## src/design/assert_macros.svh

```systemverilog
// assertion helpers for the text address parser
`ifndef ASSERT_MACROS_SVH
`define ASSERT_MACROS_SVH

`ifndef SYNTH
// property must hold on every clock edge out of reset
`define ITAP_ASSERT(lbl, prop, msg) \
  lbl: assert property (@(posedge clk_i) disable iff (!rst_ni) (prop)) else $error(msg);
// condition must never be seen out of reset
`define ITAP_NEVER(lbl, cond, msg) \
  lbl: assert property (@(posedge clk_i) disable iff (!rst_ni) !(cond)) else $error(msg);
`else
`define ITAP_ASSERT(lbl, prop, msg)
`define ITAP_NEVER(lbl, cond, msg)
`endif

`endif

```

## src/design/itap_pkg.sv

```systemverilog
package itap_pkg;

  localparam int ITAP_MAX_CHARS = 64;

  localparam logic [7:0] CH_COLON = 8'h3A;
  localparam logic [7:0] CH_DOT   = 8'h2E;

  localparam logic [3:0] GROUPS_FULL = 4'd8;
  localparam logic [3:0] GROUPS_TAIL = 4'd6;

  typedef enum logic [2:0] {
    ACC_NONE,
    ACC_HEX_FIRST,
    ACC_HEX_NEXT,
    ACC_DEC_FIRST,
    ACC_DEC_NEXT
  } acc_op_e;

  typedef enum logic [3:0] {
    S_LOAD,
    S_FETCH,
    S_Q_START,
    S_Q_DIG,
    S_V6_START,
    S_V6_LEAD2,
    S_V6_GTOP,
    S_V6_GDIG,
    S_V6_COL,
    S_V6_END,
    S_ASM,
    S_DONE_OK,
    S_DONE_BAD
  } state_e;

  // controller to datapath
  typedef struct packed {
    logic    load;
    logic    start;
    logic    adv;
    acc_op_e acc_op;
    logic    grp_store;
    logic    oct_store;
    logic    mark;
    logic    asm_step;
    logic    out_load;
    logic    out_ok;
  } cmd_t;

  // datapath to controller
  typedef struct packed {
    logic ovf;
    logic colon;
    logic tail;
    logic is_dec;
    logic is_hex;
    logic is_colon;
    logic is_dot;
    logic lt_n;
    logic lt_stop;
    logic eq_stop;
    logic d_lt3;
    logic d_lt4;
    logic acc_gt255;
    logic k_last;
    logic heads_lt_maxg;
    logic heads_eq_maxg;
    logic marked;
    logic asm_last;
    logic out_free;
  } sts_t;

  function automatic logic char_is_dec(input logic [7:0] c);
    return (c >= 8'h30) && (c <= 8'h39);
  endfunction

  function automatic logic char_is_hex(input logic [7:0] c);
    return char_is_dec(c) || ((c >= 8'h61) && (c <= 8'h66)) ||
           ((c >= 8'h41) && (c <= 8'h46));
  endfunction

  // nibble value of a hex or decimal digit
  function automatic logic [3:0] char_nibble(input logic [7:0] c);
    logic [3:0] v;
    v = 4'd0;
    if (char_is_dec(c)) begin
      v = c[3:0];
    end else if (char_is_hex(c)) begin
      v = 4'(c[2:0] + 3'd1) + 4'd8;
    end
    return v;
  endfunction

endpackage

```

## src/design/itap_ctrl.sv

```systemverilog
module itap_ctrl (
  input  logic           clk_i,
  input  logic           rst_ni,
  input  logic           in_valid_i,
  input  logic           last_char_i,
  input  itap_pkg::sts_t sts_i,
  output logic           in_ready_o,
  output itap_pkg::cmd_t cmd_o
);
  import itap_pkg::*;

  state_e state_q, state_d;

  // state register
  always_ff @(posedge clk_i or negedge rst_ni) begin
    if (!rst_ni) begin
      state_q <= S_LOAD;
    end else begin
      state_q <= state_d;
    end
  end

  // next state and commands
  always_comb begin
    state_d    = state_q;
    in_ready_o = 1'b0;
    cmd_o      = '0;
    cmd_o.acc_op = ACC_NONE;
    case (state_q)
      S_LOAD: begin
        in_ready_o = 1'b1;
        if (in_valid_i) begin
          cmd_o.load = 1'b1;
          if (last_char_i) begin
            state_d = sts_i.ovf ? S_DONE_BAD : S_FETCH;
          end
        end
      end
      S_FETCH: begin
        cmd_o.start = 1'b1;
        state_d = sts_i.colon ? S_V6_START : S_Q_START;
      end
      // dotted quad, one character a cycle
      S_Q_START: begin
        if (sts_i.lt_n && sts_i.is_dec) begin
          cmd_o.acc_op = ACC_DEC_FIRST;
          cmd_o.adv    = 1'b1;
          state_d      = S_Q_DIG;
        end else begin
          state_d = S_DONE_BAD;
        end
      end
      S_Q_DIG: begin
        if (sts_i.d_lt3 && sts_i.lt_n && sts_i.is_dec) begin
          cmd_o.acc_op = ACC_DEC_NEXT;
          cmd_o.adv    = 1'b1;
        end else if (sts_i.acc_gt255) begin
          state_d = S_DONE_BAD;
        end else begin
          cmd_o.oct_store = 1'b1;
          if (!sts_i.k_last) begin
            if (sts_i.lt_n && sts_i.is_dot) begin
              cmd_o.adv = 1'b1;
              state_d   = S_Q_START;
            end else begin
              state_d = S_DONE_BAD;
            end
          end else if (!sts_i.lt_n) begin
            state_d = sts_i.colon ? S_ASM : S_DONE_OK;
          end else begin
            state_d = S_DONE_BAD;
          end
        end
      end
      // leading compression
      S_V6_START: begin
        if (sts_i.lt_stop && sts_i.is_colon) begin
          cmd_o.adv = 1'b1;
          state_d   = S_V6_LEAD2;
        end else begin
          state_d = S_V6_GTOP;
        end
      end
      S_V6_LEAD2: begin
        if (sts_i.lt_stop && sts_i.is_colon) begin
          cmd_o.adv  = 1'b1;
          cmd_o.mark = 1'b1;
          state_d    = S_V6_GTOP;
        end else begin
          state_d = S_DONE_BAD;
        end
      end
      // hex groups
      S_V6_GTOP: begin
        if (sts_i.heads_lt_maxg && sts_i.lt_stop && sts_i.is_hex) begin
          cmd_o.acc_op = ACC_HEX_FIRST;
          cmd_o.adv    = 1'b1;
          state_d      = S_V6_GDIG;
        end else begin
          state_d = S_V6_END;
        end
      end
      S_V6_GDIG: begin
        if (sts_i.d_lt4 && sts_i.lt_stop && sts_i.is_hex) begin
          cmd_o.acc_op = ACC_HEX_NEXT;
          cmd_o.adv    = 1'b1;
        end else begin
          cmd_o.grp_store = 1'b1;
          if (sts_i.eq_stop) begin
            state_d = S_V6_END;
          end else if (!sts_i.is_colon) begin
            state_d = S_DONE_BAD;
          end else begin
            cmd_o.adv = 1'b1;
            state_d   = S_V6_COL;
          end
        end
      end
      S_V6_COL: begin
        if (!sts_i.lt_n) begin
          state_d = S_DONE_BAD;
        end else begin
          if (!sts_i.marked && sts_i.is_colon) begin
            cmd_o.adv  = 1'b1;
            cmd_o.mark = 1'b1;
          end
          state_d = S_V6_GTOP;
        end
      end
      S_V6_END: begin
        if (!sts_i.eq_stop) begin
          state_d = S_DONE_BAD;
        end else if (sts_i.marked ? !sts_i.heads_lt_maxg : !sts_i.heads_eq_maxg) begin
          state_d = S_DONE_BAD;
        end else begin
          state_d = sts_i.tail ? S_Q_START : S_ASM;
        end
      end
      // group expansion, one group a cycle
      S_ASM: begin
        cmd_o.asm_step = 1'b1;
        if (sts_i.asm_last) begin
          state_d = S_DONE_OK;
        end
      end
      S_DONE_OK, S_DONE_BAD: begin
        if (sts_i.out_free) begin
          cmd_o.out_load = 1'b1;
          cmd_o.out_ok   = (state_q == S_DONE_OK);
          state_d        = S_LOAD;
        end
      end
      default: begin
        state_d = S_LOAD;
      end
    endcase
  end

endmodule

```

## src/design/itap_dp.sv

```systemverilog
module itap_dp #(
  parameter int MAX_CHARS = itap_pkg::ITAP_MAX_CHARS
) (
  input  logic           clk_i,
  input  logic           rst_ni,
  input  logic [7:0]     char_code_i,
  input  logic           out_ready_i,
  input  itap_pkg::cmd_t cmd_i,
  output itap_pkg::sts_t sts_o,
  output logic           out_valid_o,
  output logic           valid_res_o,
  output logic           is_v6_o,
  output logic [63:0]    addr_high_o,
  output logic [63:0]    addr_low_o
);
  import itap_pkg::*;

  localparam int PW = $clog2(MAX_CHARS + 1);
  localparam int IW = $clog2(MAX_CHARS);
  localparam logic [PW-1:0] MAXC = PW'(MAX_CHARS);

  logic [7:0]    buf_mem [MAX_CHARS];
  logic [7:0]    rd_q;
  logic [PW-1:0] count_q, lastc_q, rp_q, rp_d, stop_n;
  logic          too_long_q, colon_q, dot_q;
  logic [15:0]   acc_q;
  logic [2:0]    dig_q;
  logic [1:0]    k_q;
  logic [3:0]    heads_q, cp_q;
  logic          marked_q;
  logic [15:0]   grp_q [8];
  logic [7:0]    oct_q [4];
  logic [2:0]    g_q;
  logic [127:0]  res_q;
  logic          room;
  logic [3:0]    nib, maxg, gap, g4, sel;
  logic          in_gap;
  logic [15:0]   gval;

  assign room   = count_q < MAXC;
  assign stop_n = dot_q ? PW'(lastc_q + 1'b1) : count_q;
  assign nib    = char_nibble(rd_q);

  // character buffer, read pointer follows next value
  always_ff @(posedge clk_i) begin
    if (cmd_i.load && room) begin
      buf_mem[count_q[IW-1:0]] <= char_code_i;
    end
    rd_q <= buf_mem[rp_d[IW-1:0]];
  end

  always_comb begin
    rp_d = rp_q;
    if (cmd_i.start) begin
      rp_d = '0;
    end else if (cmd_i.adv) begin
      rp_d = PW'(rp_q + 1'b1);
    end
  end

  // string bookkeeping: count, colon and tail position
  always_ff @(posedge clk_i or negedge rst_ni) begin
    if (!rst_ni) begin
      count_q    <= '0;
      too_long_q <= 1'b0;
      colon_q    <= 1'b0;
      dot_q      <= 1'b0;
      lastc_q    <= '0;
      rp_q       <= '0;
    end else begin
      rp_q <= rp_d;
      if (cmd_i.out_load) begin
        count_q    <= '0;
        too_long_q <= 1'b0;
        colon_q    <= 1'b0;
        dot_q      <= 1'b0;
      end else if (cmd_i.load) begin
        if (room) begin
          count_q <= PW'(count_q + 1'b1);
          if (char_code_i == CH_COLON) begin
            colon_q <= 1'b1;
            if (!dot_q) begin
              lastc_q <= count_q;
            end
          end else if (char_code_i == CH_DOT && colon_q) begin
            dot_q <= 1'b1;
          end
        end else begin
          too_long_q <= 1'b1;
        end
      end
    end
  end

  // parse counters
  always_ff @(posedge clk_i or negedge rst_ni) begin
    if (!rst_ni) begin
      dig_q    <= '0;
      k_q      <= '0;
      heads_q  <= '0;
      marked_q <= 1'b0;
      cp_q     <= '0;
      g_q      <= '0;
    end else begin
      if (cmd_i.start) begin
        k_q      <= '0;
        heads_q  <= '0;
        marked_q <= 1'b0;
        cp_q     <= '0;
        g_q      <= '0;
      end else begin
        if (cmd_i.oct_store) k_q <= k_q + 2'd1;
        if (cmd_i.grp_store) heads_q <= heads_q + 4'd1;
        if (cmd_i.mark) begin
          marked_q <= 1'b1;
          cp_q     <= heads_q;
        end
        if (cmd_i.asm_step) g_q <= g_q + 3'd1;
      end
      case (cmd_i.acc_op)
        ACC_HEX_FIRST, ACC_DEC_FIRST: dig_q <= 3'd1;
        ACC_HEX_NEXT, ACC_DEC_NEXT:   dig_q <= dig_q + 3'd1;
        default: ;
      endcase
    end
  end

  // value accumulator, groups and octets
  always_ff @(posedge clk_i) begin
    case (cmd_i.acc_op)
      ACC_HEX_FIRST, ACC_DEC_FIRST: acc_q <= {12'd0, nib};
      ACC_HEX_NEXT: acc_q <= {acc_q[11:0], nib};
      ACC_DEC_NEXT: acc_q <= {acc_q[12:0], 3'd0} + {acc_q[14:0], 1'b0} + {12'd0, nib};
      default: ;
    endcase
    if (cmd_i.grp_store) grp_q[heads_q[2:0]] <= acc_q;
    if (cmd_i.oct_store) oct_q[k_q] <= acc_q[7:0];
    if (cmd_i.asm_step)  res_q <= {res_q[111:0], gval};
  end

  // group expansion around the compression gap
  always_comb begin
    maxg   = dot_q ? GROUPS_TAIL : GROUPS_FULL;
    gap    = maxg - heads_q;
    g4     = {1'b0, g_q};
    in_gap = marked_q && (g4 >= cp_q) && (g4 < cp_q + gap);
    sel    = (marked_q && (g4 >= cp_q + gap)) ? g4 - gap : g4;
    if (dot_q && (g4 >= GROUPS_TAIL)) begin
      gval = g_q[0] ? {oct_q[2], oct_q[3]} : {oct_q[0], oct_q[1]};
    end else if (in_gap) begin
      gval = '0;
    end else begin
      gval = grp_q[sel[2:0]];
    end
  end

  // result register
  always_ff @(posedge clk_i or negedge rst_ni) begin
    if (!rst_ni) begin
      out_valid_o <= 1'b0;
    end else if (cmd_i.out_load) begin
      out_valid_o <= 1'b1;
    end else if (out_ready_i) begin
      out_valid_o <= 1'b0;
    end
  end

  always_ff @(posedge clk_i) begin
    if (cmd_i.out_load) begin
      valid_res_o <= cmd_i.out_ok;
      is_v6_o     <= colon_q & ~too_long_q;
      if (cmd_i.out_ok && colon_q) begin
        addr_high_o <= res_q[127:64];
        addr_low_o  <= res_q[63:0];
      end else if (cmd_i.out_ok) begin
        addr_high_o <= '0;
        addr_low_o  <= {32'd0, oct_q[0], oct_q[1], oct_q[2], oct_q[3]};
      end else begin
        addr_high_o <= '0;
        addr_low_o  <= '0;
      end
    end
  end

  // status to controller
  always_comb begin
    sts_o.ovf           = too_long_q | ~room;
    sts_o.colon         = colon_q;
    sts_o.tail          = dot_q;
    sts_o.is_dec        = char_is_dec(rd_q);
    sts_o.is_hex        = char_is_hex(rd_q);
    sts_o.is_colon      = rd_q == CH_COLON;
    sts_o.is_dot        = rd_q == CH_DOT;
    sts_o.lt_n          = rp_q < count_q;
    sts_o.lt_stop       = rp_q < stop_n;
    sts_o.eq_stop       = rp_q == stop_n;
    sts_o.d_lt3         = dig_q < 3'd3;
    sts_o.d_lt4         = dig_q < 3'd4;
    sts_o.acc_gt255     = acc_q > 16'd255;
    sts_o.k_last        = k_q == 2'd3;
    sts_o.heads_lt_maxg = heads_q < maxg;
    sts_o.heads_eq_maxg = heads_q == maxg;
    sts_o.marked        = marked_q;
    sts_o.asm_last      = g_q == 3'd7;
    sts_o.out_free      = ~out_valid_o | out_ready_i;
  end

endmodule

```

## src/design/ip_text_address_parser_top.sv

```systemverilog
// Text address parser: takes an IPv4 dotted or IPv6 colon address string one
// character a request (last_char_i marks the end) and returns one result per
// string: valid flag, family and the 128-bit address in network order. While
// loading, one character is taken per cycle into a MAX_CHARS byte buffer;
// extra characters are dropped and the string reported invalid. After the last
// character the buffer is re-read through its single read port at one character
// per cycle, except in the control states that read none: an IPv6 string passes
// through such a state on each single colon between groups, and its groups are
// then expanded one at a time around the compression.
// Input is taken again as soon as the result sits in the output register.
`include "assert_macros.svh"

module ip_text_address_parser_top #(
  parameter int MAX_CHARS = itap_pkg::ITAP_MAX_CHARS
) (
  input  logic        clk_i,
  input  logic        rst_ni,
  input  logic        in_valid_i,
  output logic        in_ready_o,
  input  logic [7:0]  char_code_i,
  input  logic        last_char_i,
  output logic        out_valid_o,
  input  logic        out_ready_i,
  output logic        valid_res_o,
  output logic        is_v6_o,
  output logic [63:0] addr_high_o,
  output logic [63:0] addr_low_o
);
  import itap_pkg::*;

  cmd_t cmd;
  sts_t sts;

  itap_ctrl u_ctrl (
    .clk_i       (clk_i),
    .rst_ni      (rst_ni),
    .in_valid_i  (in_valid_i),
    .last_char_i (last_char_i),
    .sts_i       (sts),
    .in_ready_o  (in_ready_o),
    .cmd_o       (cmd)
  );

  itap_dp #(
    .MAX_CHARS (MAX_CHARS)
  ) u_dp (
    .clk_i       (clk_i),
    .rst_ni      (rst_ni),
    .char_code_i (char_code_i),
    .out_ready_i (out_ready_i),
    .cmd_i       (cmd),
    .sts_o       (sts),
    .out_valid_o (out_valid_o),
    .valid_res_o (valid_res_o),
    .is_v6_o     (is_v6_o),
    .addr_high_o (addr_high_o),
    .addr_low_o  (addr_low_o)
  );

  // checks
  `ITAP_ASSERT(a_no_overwrite, cmd.out_load |-> (!out_valid_o || out_ready_i), "result overwritten")
  `ITAP_NEVER(a_adv_in_load, cmd.adv && in_ready_o, "parse step during load")
  `ITAP_ASSERT(a_bad_zero, (out_valid_o && !valid_res_o) |-> (addr_high_o == 64'd0 && addr_low_o == 64'd0), "invalid result not zero")
  `ITAP_ASSERT(a_v4_high_zero, (out_valid_o && !is_v6_o) |-> (addr_high_o == 64'd0), "ipv4 high half not zero")

endmodule
```

## config.mk

```make
export PLATFORM = sky130hd
export DESIGN_NAME = ip_text_address_parser_top
export DESIGN_NICKNAME = d
export VERILOG_FILES = /design/src/design/itap_pkg.sv /design/src/design/itap_ctrl.sv /design/src/design/itap_dp.sv /design/src/design/ip_text_address_parser_top.sv
export VERILOG_INCLUDE_DIRS = /design/src /design/src/design
export SDC_FILE = /design/constraint.sdc
export NUM_CORES = 1
export LEC_CHECK = 0
export ABC_AREA = 1
export ABC_CLOCK_PERIOD_IN_PS = 11240
export BUFFER_PORTS_ARGS = -buffer_cell sky130_fd_sc_hd__buf_2
export CORE_UTILIZATION = 45
export DETAILED_ROUTE_END_ITERATION = 12
export GPL_TIMING_DRIVEN = 1
export SLEW_MARGIN = 10
export SYNTH_ARGS = -nofsm -noshare
export SYNTH_HDL_FRONTEND = slang
export SYNTH_SLANG_ARGS = --single-unit
```

## constraint.sdc

```tcl
create_clock -name clk_i -period 11.24 [get_ports clk_i]
set_input_delay 2.248 -clock clk_i [delete_from_list [all_inputs] [get_ports clk_i]]
set_output_delay 2.248 -clock clk_i [all_outputs]
set_load 0.01 [all_outputs]
```

# After elaboration in Yosys (flattened, before gate mapping)
# Memories as Yosys holds them, arrays and structs flattened. A register that Yosys moved wholly into a read port is not among the register bits.
# Cells that the tools add are included.
# word_totals
regBits	320
latch_bits	0
ramBits	672
rom_bits	0
in_bits	13
out_inout_bits	132
wordCells	244
mem_count	3
# op_classes
addsub	14
n_mul	0
n_div	0
magnitude_cmp	17
n_eq_ne	32
n_shift	0
mux	101
bitwise	8
n_reduce_logical	48
# mem_list
name	depth	word_bits	rd	rd_ports_with_merged_regs	wr	line_no	rtl
u_dp.buf_mem	64	8	1	1	1	itap_dp.sv:22	logic [7:0] buf_mem [MAX_CHARS];
u_dp.grp_q	8	16	1	0	1	itap_dp.sv:31	logic [15:0] grp_q [8];
u_dp.oct_q	4	8	4	0	1	itap_dp.sv:32	logic [7:0] oct_q [4];
# op_table
operator	count
4-bit two-way mux	27
64-bit two-way mux	1
16-bit two-way mux	3
16-bit case mux with 3 select lines	1
4-bit case mux with 12 select lines	1
1-bit two-way mux	44
7-bit two-way mux	6
8-bit by 6-bit == test with 1-bit output (second input constant)	4
32-bit two-way mux	1
2-bit nonzero test	11
7-bit by 1-bit adder with 7-bit output (second input constant)	3
3-bit two-way mux	7
4-bit == test (second input constant)	5
1-bit logical AND	20
16-bit adder	1
16-bit by 4-bit adder with 16-bit output	1
4-bit by 3-bit == test with 1-bit output (second input constant)	4
8-bit by 7-bit >= comparator with 1-bit output (second input constant)	2
16-bit by 8-bit > comparator with 1-bit output (second input constant)	1
8-bit by 7-bit less-or-equal comparator with 1-bit output (second input constant)	2
2-bit inequality test (second input constant)	8
7-bit less-than comparator	2
2-bit two-way mux	6
3-bit case mux with 4 select lines	1
other kinds (41)	58

# Longest topological paths before layout
# Gate-level depths: netlist (run 1).
# depth
word_depth	10
ltp_mapped	32
mapped_depth_nobuf	30

# By module
# From an unflattened synthesis (run 1), not the netlist that was laid out.
# unflattened
cells_unflattened	3516
area_unflattened_um2	41908.9
# by_module_without_submodules
module	instances	cells_per_inst	area_per_inst_um2	seq_area_each_um2
itap_dp	1	3364	41147.0	29618.4
itap_ctrl	1	152	762.0	100.1

# Least setup slack after synthesis (run 1)
# No wires, ideal clock.
# synth_path
kind	input to register
startpoint	input port out_ready_i
endpoint	register u_dp.count_q[4]
setup_ns	0.490
arrival_time_ns	9.122
required_time_ns	10.750
setup_slack_ns	1.629
cell_stages	7
cell_sequence	nor2_1 > nor2_1 > inv_1 > nand2_1 > nand2_1 > nor2_1 > a221oi_1
# synth_rtl
item	line_no	rtl
start: declaration	ip_text_address_parser_top.sv:23	input logic out_ready_i,
end signal: assignment	itap_dp.sv:79	count_q <= PW'(count_q + 1'b1);
end: declaration	itap_dp.sv:24	logic [PW-1:0] count_q, lastc_q, rp_q, rp_d, stop_n;

# Worst setup path in the final report (run 1)
# layout_path
startpoint	register u_dp.dot_q
endpoint	register u_dp.rd_q[6], read port of u_dp.buf_mem
# layout_via
elab_chain_len	8
word_cells_on_any_way	17
classes_between	order compare (2); eq/ne (1); mux (9); reduce/logical (5)
# layout_rtl
item	line_no	rtl
start: declaration	itap_dp.sv:25	logic too_long_q, colon_q, dot_q;
start signal: assignment	itap_dp.sv:67	dot_q <= 1'b0;
start signal: assignment	itap_dp.sv:76	dot_q <= 1'b0;
start signal: assignment	itap_dp.sv:86	dot_q <= 1'b1;
7-bit two-way mux / 4-bit two-way mux (equally long branches)	itap_dp.sv:41, itap_dp.sv:143	
7-bit less-than comparator / 4-bit less-than comparator (equally long branches)	itap_dp.sv:195, itap_dp.sv:201	
1-bit logical AND, on equally long branches (2 in a row)	itap_ctrl.sv:104, itap_ctrl.sv:95	
1-bit two-way mux / 4-bit two-way mux (equally long branches)	itap_ctrl.sv:104, itap_ctrl.sv:95	
1-bit case mux with 6 select lines *	itap_ctrl.sv:29	case (state_q)
7-bit two-way mux *	itap_dp.sv:56	end else if (cmd_i.adv) begin
7-bit two-way mux *	itap_dp.sv:54	if (cmd_i.start) begin
end: declaration	itap_dp.sv:23	logic [7:0] rd_q;
# Every way passes the cells marked *; elsewhere a longest branch is shown, timed or not. The select of a mux whose other input is x is not followed.
# A chain may end at the register's enable or synchronous reset.

==> flow_summary_export.csv, run 1 <==
group,metric,value,unit
critical_path,r2r_slack,4.72,ns
critical_path,cp_cell_sequence,"inv_1 > nor2_1 > a22oi_1 > ha_1 > nand2_1 > nor2_1 > nand4_1 > nand2_1 > nor2_1 > nor2_1 > nand3_1 > nor2_2 > nand3_4 > nand3_4 > buf_4 > buf_4 > nand2_1 > nand3_1 > nand3_1 > nand3_1 > nand3_1 > nand3_1 > nand2_1",
yosys,postSynthNetCount,4042,
placed_design,placed_cells,5209,
finish,fillers,8423,
routing,dr.pass1.iters,5,
placed_design,hpwl,63900,um
floorplan,pin_count,145,
routing,drtIter0Drc,3297,
critical_path,worst_ep_required_time,11.83,ns
clocking,ctsHoldBuffers,0,
timing,fin_crit_sh,58.0,%
global_route,grt_use_met3,3.06,%
global_route,grt_pass1_wl,170000,um
yosys,yosysMostFrequentCell,"edfxtp_1",
placed_design,placed_area,45400,um2
routing,postRouteAntennaNets,0,
finish,final_util,51.0,%
yosys,async_flop_share,4.60,%
yosys,synth_common_cells,"edfxtp_1 (946), inv_1 (673), nand2_1 (606)",
yosys,synth_area_leader_cell,"edfxtp_1",
clocking,cts_buffers,104,
finish,antenna_cells,0,
timing,maxSlewViolCount,0,
power,irDropWorstVdd,0.130,mV
clocking,clock-sinks,1000,
placed_design,gp_congestion,0.871,
critical_path,worst-endpoint-arrival,7.10,ns
yosys,ys_top_cells_by_area,"edfxtp_1 (65%), nand3_1 (6.2%), inv_1 (5.8%), nand2_1 (5.2%), nor2_1 (2.8%)",
finish,design_area,48700,um2
clocking,cts_resized,0,
worst_hold_path,hold_start,"u_dp.res_q[51]",
floorplan,die_area,98200,um2
yosys,ys_seq_elements,1000,
timing,finalSetupTns,0,ns
global_route,antenna_found_initial,1,
floorplan,initial_core_util,45.6,%
clocking,cts_buffer_depth,3,
timing,whs,0.433,ns
global_route,busiest_layer,"met2",
timing,fin_crit,6.52,ns
clocking,clk_latency,0.71,ns
yosys,syn_area,43600,um2
timing,fin_ws,4.72,ns
global_route,grtUsageTotal,22.8,%
placed_design,port_buffers,144,
clocking,cts-root-buf,"clkbuf_16",
clocking,cts_tree,"done",
status,status,"finished clean",
critical_path,end_kind,"flop",
yosys,avgSynthCellArea,11.0,um2
finish,register_area,29700,um2
timing,finalClockSkew,0.0551,ns
worst_hold_path,hold_path_depth,0,
yosys,synth-seq-area-share,68.1,%
floorplan,dieWidth,313,um
critical_path,cpMaxStageDelayCell,"buf_4",
floorplan,rows,113,
timing,hold_violations,0,
critical_path,critPathMaxFanout,83,
clocking,postCtsSetupRepairBufs,0,
timing,fmax,153,MHz
global_route,use_met1,33.2,%
timing,finalSetupViolCount,0,
clocking,htreeDepth,3,
routing,drc,0,
power,p_total,11.0,mW
floorplan,coreArea,95600,um2
power,leakage,19.7,nW
global_route,gr-total-overflow,0,
routing,vias,29108,
yosys,yosys_warnings,0,
finish,final_cells,5401,
critical_path,cp-start-kind,"flop",
critical_path,worstSetupPathType,"reg -> reg",
critical_path,worstSetupStartpoint,"u_dp.dot_q",
yosys,synth-edff-count,946,
routing,routedWlPerCell,20.8,um
clocking,cts.clk_slew.worst_paths,0.06,ns
routing,routed_via_density,5.39,
global_route,grt_max_degree,138,
yosys,netlist_instances,3956,
critical_path,path_common_cell,"nand3_1",
critical_path,r2r_start,"u_dp.dot_q",
worst_hold_path,holdCritPathClass,"reg -> reg",
finish,drive_gt1_share,9.09,%
yosys,ys.flop_type,"edfxtp_1",
yosys,synth.top_cell.area_share,65.1,%
timing,slew_headroom,23.0,%
global_route,grt_pass1_vias,27330,
timing,tightest_slew,1.16,ns
placed_design,dp_slack,4.86,ns
timing,rsz0062_at_grt,"false",
critical_path,rr_endpoint,"u_dp.rd_q[6]",
floorplan,fp.dieH,313,um
global_route,grt.met2_usage,35.4,%
worst_hold_path,hold-path-endpoint,"u_dp.res_q[67]",
routing,drt-total-wl,112000,um
critical_path,slowest_delay,0.87,ns
flow_run,maxCapViolations,0,
finish,final_net_count,4136,
critical_path,r2r_cells,23,
finish,multi_input_area,10500,um2
yosys,synth.distinct_cells,50,
power,power.density,226,nW/um2
finish,synthToLayoutAreaGrowth,11.7,%
==> power breakdown <==
part	leakage [nW]	internal, mW	switching, mW
Sequential	9.24	4.38	0.167
Combinational	8.86	0.851	2.24
Clock	1.59	1.90	1.45
Total	19.7	7.13	3.86
==> registers in the layout, summed over array words and instances, names as in the netlist, 3 cells and up <==
register          cells
u_dp.cp_q             4
u_dp.addr_low_o      64
u_dp.rp_q             7
u_dp.acc_q           16
u_dp.res_q          128
u_dp.rd_q             8
u_dp.count_q          7
u_dp.grp_q          128
u_dp.g_q              3
u_dp.buf_mem        512
u_dp.addr_high_o     64
u_dp.oct_q           32
u_dp.dig_q            3
u_dp.lastc_q          7
u_dp.heads_q          4
u_ctrl.state_q        4
==> worst max path at each step <==
| stage | slack, ns | endpoint |
|---|---|---|
| after floorplan | 1.63 | u_dp.count_q[4] |
| after CTS | 4.84 | u_dp.rd_q[6] |
| after detailed placement | 4.86 | u_dp.rd_q[6] |
| final | 4.72 | u_dp.rd_q[6] |
| after global routing | 4.26 | u_dp.rd_q[7] |
| after global placement | 4.97 | u_dp.rd_q[6] |
==> metal layers <==
metal	vias up	wire length (um)	share of wire (%)
met3	170	7690	6.8
met2	1086	51900	46
met5	-	13	0.012
met4	2	2890	2.6
li1	13668	-	-
met1	14182	49900	44
==> worst max-delay path: cells and delay by family, from the launching register on <==
kind	cells	cell delay [ns]
AOI/OAI and AO/OA	1	0.11
adders and majority gates	1	0.35
buffers and inverters	3	1.86
DFF	1	0.53
and+or+nand+nor	18	3.43
==> layout by cell type, fill, tap and decap left out, types with 8 or more instances in the layout <==
cell type  count
a21oi_1       55
buf_2        144
buf_4         44
clkbuf_1      26
clkbuf_16    105
clkinv_1      26
clkinv_2      17
dfrtp_1       45
dfxtp_1        8
edfxtp_1     946
ha_1          68
inv_1        672
nand2_1      605
nand3_1      543
nand4_1      191
nor2_1       317
nor2_2         8
nor3_1        22
o21ai_0      138
o221ai_1      31
xor2_1        11
==> layout make-up <==
class                           count  share of cell area, %
Tap cell                         1265                   3.25
Timing Repair Buffer              189                   2.20
Sequential cell                  1000                   61.0
Clock buffer                      138                   5.79
Inverter                          684                   5.29
Clock inverter                     54                  0.940
Multi-Input combinational cell   2071                   21.5
==> cells by family (layout without fill, tap and decap cells) <==
logic type | count (synthesis) | after routing | share of synthesized area [%]
AOI/OAI and AO/OA | 260 | 260 | 3.44
xor gates and xnor gates | 18 | 18 | 0.361
adders and majority gates | 73 | 73 | 2.18
buffers and inverters | 885 | 1065 | 8.01
DFF | 1000 | 1000 | 68.1
muxes | 2 | 2 | 0.0459
and+or+nand+nor | 1718 | 1718 | 17.8
No activity file was read; power rests on OpenSTA's default activity.
==> run 2, diff against run 1 <==
Settings changed: ABC_AREA 1 to 0, ABC_CLOCK_PERIOD_IN_PS 11240 to 6630.
Clock period 11.24 ns to 6.63 ns, I/O delays scaled along.
==> flow_summary_export.csv, run 2 <==
group,metric,value,unit
routing,routed_via_density,5.66,
critical_path,cp-start-kind,"flop",
floorplan,pin_count,145,
clocking,ctsHoldBuffers,0,
critical_path,end_kind,"flop",
global_route,antenna_found_initial,0,
timing,fin_ws,0.676,ns
critical_path,worst-endpoint-arrival,6.58,ns
yosys,ys.flop_type,"edfxtp_1",
yosys,synth-seq-area-share,72.8,%
power,p_seq_share,46.6,%
critical_path,r2r_start,"u_dp.dot_q",
critical_path,slowest_delay,0.68,ns
timing,rsz0062_at_grt,"false",
power,internal_power,11.6,mW
yosys,synthAdderAreaFrac,2.33,%
finish,synthToLayoutAreaGrowth,13.6,%
floorplan,coreArea,89900,um2
finish,final_util,51.6,%
power,swShare,27.9,%
power,netSwitchingPower,4.49,mW
power,p_comb_share,17.8,%
critical_path,r2r_cells,17,
yosys,synth.distinct_cells,79,
floorplan,dieWidth,303,um
placed_design,dp_slack,0.732,ns
global_route,gr-total-overflow,0,
yosys,synth_common_cells,"edfxtp_1 (946), nand2_1 (390), nor2_1 (210)",
routing,vias,24064,
power,leakage,16.0,nW
yosys,syn_area,40800,um2
floorplan,fp.dieH,303,um
global_route,grt_max_degree,139,
power,power.density,348,nW/um2
finish,antenna_cells,0,
finish,fillers,7467,
clocking,cts_resized,0,
routing,drtIter0Drc,2023,
finish,design_area,46400,um2
finish,final_cell_mix,"edfxtp_1 (946), nand2_1 (389), nor2_1 (206), buf_2 (144), nand3_1 (124)",
timing,slew_headroom,17.4,%
routing,met3_length,6420,um
clocking,cts.clk_slew.worst_paths,0.07,ns
placed_design,gp_congestion,0.881,
timing,fmax,168,MHz
floorplan,initial_core_util,45.4,%
power,p_clk_share,35.6,%
floorplan,die_area,91900,um2
power,irDropWorstVdd,0.225,mV
critical_path,worstSetupStartpoint,"u_dp.dot_q",
yosys,async_flop_share,4.60,%
timing,fin_crit_sh,89.8,%
routing,dr.pass1.iters,5,
timing,hold_violations,0,
clocking,cts_tree,"done",
global_route,grt_pass1_vias,23682,
placed_design,hpwl,61400,um
floorplan,rows,110,
worst_hold_path,hold_path_depth,0,
finish,drive_gt1_share,13.9,%
yosys,netlist_instances,2824,
routing,wl_met2,47300,um
finish,final_common_cell,"edfxtp_1",
worst_hold_path,hold-path-endpoint,"u_dp.res_q[101]",
yosys,synth_area_leader_cell,"edfxtp_1",
timing,tightest_slew,1.23,ns
yosys,yosys.area_share.simple,11.1,%
global_route,grt_pass1_wl,148000,um
status,status,"finished clean",
clocking,cts-root-buf,"clkbuf_16",
yosys,yosysMostFrequentCell,"edfxtp_1",
clocking,postCtsSetupRepairBufs,0,
routing,drt-total-wl,98000,um
finish,largest_register_ffs,512,
critical_path,cp_cell_sequence,"clkinv_1 > nor2_1 > a21oi_1 > ha_1 > and4_1 > a221o_1 > or4b_4 > and3_1 > a31oi_4 > nand2_4 > inv_2 > buf_12 > a21oi_1 > a32oi_1 > o2111ai_1 > o21ai_0 > and3_1",
placed_design,placed_cells,4061,
clocking,cts_buffer_depth,3,
worst_hold_path,holdCritPathClass,"reg -> reg",
critical_path,worstSetupPathType,"reg -> reg",
timing,finalSetupViolCount,0,
yosys,postSynthNetCount,2910,
yosys,synth.top_cell.area_share,69.6,%
placed_design,placed_area,43000,um2
timing,maxSlewViolCount,0,
yosys,synth_top_family_by_area,"simple AND/OR/NAND/NOR gates",
yosys,synth_compound_area_share,6.61,%
yosys,ys_seq_elements,1000,
critical_path,r2r_slack,0.68,ns
routing,routedWlPerCell,23.0,um
timing,finalClockSkew,0.0318,ns
critical_path,rr_endpoint,"u_dp.rd_q[2]",
timing,fin_crit,5.95,ns
critical_path,worst_ep_required_time,7.25,ns
clocking,htreeDepth,3,
global_route,grtUsageTotal,21.3,%
routing,drc,0,
worst_hold_path,hold_start,"u_dp.res_q[85]",
critical_path,cpMaxStageDelayCell,"o21ai_0",
clocking,clock-sinks,1000,
routing,wl_met1,41600,um
clocking,clk_latency,0.68,ns
routing,postRouteAntennaNets,0,
critical_path,critPathMaxFanout,84,
timing,finalSetupTns,0,ns
yosys,synth.area.mux_share,4.29,%
placed_design,port_buffers,144,
finish,final_net_count,3076,
yosys,synth-xor-area-share,0.858,%
flow_run,maxCapViolations,0,
routing,highest_layer,"met4",
yosys,ys_top_cells_by_area,"edfxtp_1 (70%), nand2_1 (3.6%), dfrtp_1 (2.8%), mux2i_1 (2.3%), ha_1 (2.1%)",
clocking,cts_buffers,103,
yosys,yosys_warnings,0,
yosys,avgSynthCellArea,14.5,um2
yosys,synth-edff-count,946,
finish,final_cells,4253,
run 2: changes by cell type in the layout (fill, tap and decap cells not counted), moves of 34 or more:
| cell | change |
|---|---|
| a21oi_1 | +38 |
| a211oi_1 | +49 |
| nand4_1 | -184 |
| mux2i_1 | +91 |
| inv_1 | -636 |
| and3_1 | +59 |
| nand3_1 | -419 |
| nor2_1 | -111 |
| o21ai_0 | -75 |
| nand2_1 | -216 |
| a32oi_1 | +34 |
| and2_1 | +103 |
run 2: cell families after synthesis:
| kind of cell | Yosys count |
|---|---|
| AO/OA/AOI/OAI | 405 |
| AND/OR/NAND/NOR | 988 |
| flip-flops | 1000 |
| XOR/XNOR | 40 |
| multiplexers | 134 |
| adder cells (fa/ha/maj) | 73 |
| buffers and inverters | 184 |
run 2: worst max path at each step:
stage | cells after the start | endpoint
floorplan | 4 | u_dp.colon_q
global placement | 21 | u_dp.rd_q[7]
detailed placement | 17 | u_dp.rd_q[2]
CTS | 17 | u_dp.rd_q[2]
global route | 18 | u_dp.rd_q[2]
finish | 17 | u_dp.rd_q[2]
run 2: critical path, delay by kind of cell (launching register included):
kind / cells / cell delay (ns)
and+or+nand+nor: 6 / 1.84
buffers and inverters: 3 / 0.81
DFF: 1 / 0.61
AOI/OAI and AO/OA: 7 / 2.25
adders and majority gates: 1 / 0.32
run 2: area by class of cell:
class | instances | area (um2) | share of cell area, %
Multi-Input combinational cell | 1640 | 10400 | 22.5
Inverter | 41 | 159 | 0.343
Timing Repair Buffer | 204 | 1250 | 2.69
Tap cell | 1176 | 1470 | 3.17
Clock buffer | 128 | 2750 | 5.92
Clock inverter | 64 | 606 | 1.31
Sequential cell | 1000 | 29700 | 64.1
run 2: stage by stage:
stage                     power (mW)  hold slack (ns)
after floorplan                 9.49            0.417
after detailed placement        10.5            0.423
final                           16.1            0.438
after CTS                       16.2            0.439
after global routing            16.8            0.452
after global placement          10.5            0.420
run 2: power groups by stage:
| stage | Sequential, mW | Clock (mW) | Combinational, mW |
|---|---|---|---|
| 3_3_place_gp | 7.64 | 0 | 2.84 |
| 5_1_grt | 7.55 | 6.07 | 3.14 |
| 6_report | 7.52 | 5.74 | 2.87 |
| 4_1_cts | 7.52 | 5.83 | 2.90 |
| 3_5_place_dp | 7.65 | 0 | 2.88 |
| 2_1_floorplan | 7.59 | 0 | 1.90 |
run 2: per-layer routing:
layer,vias up,global-route usage (%)
li1,10975,-
met1,11993,29.0
met2,934,35.2
met3,162,3.12
met4,0,7.21
met5,-,0
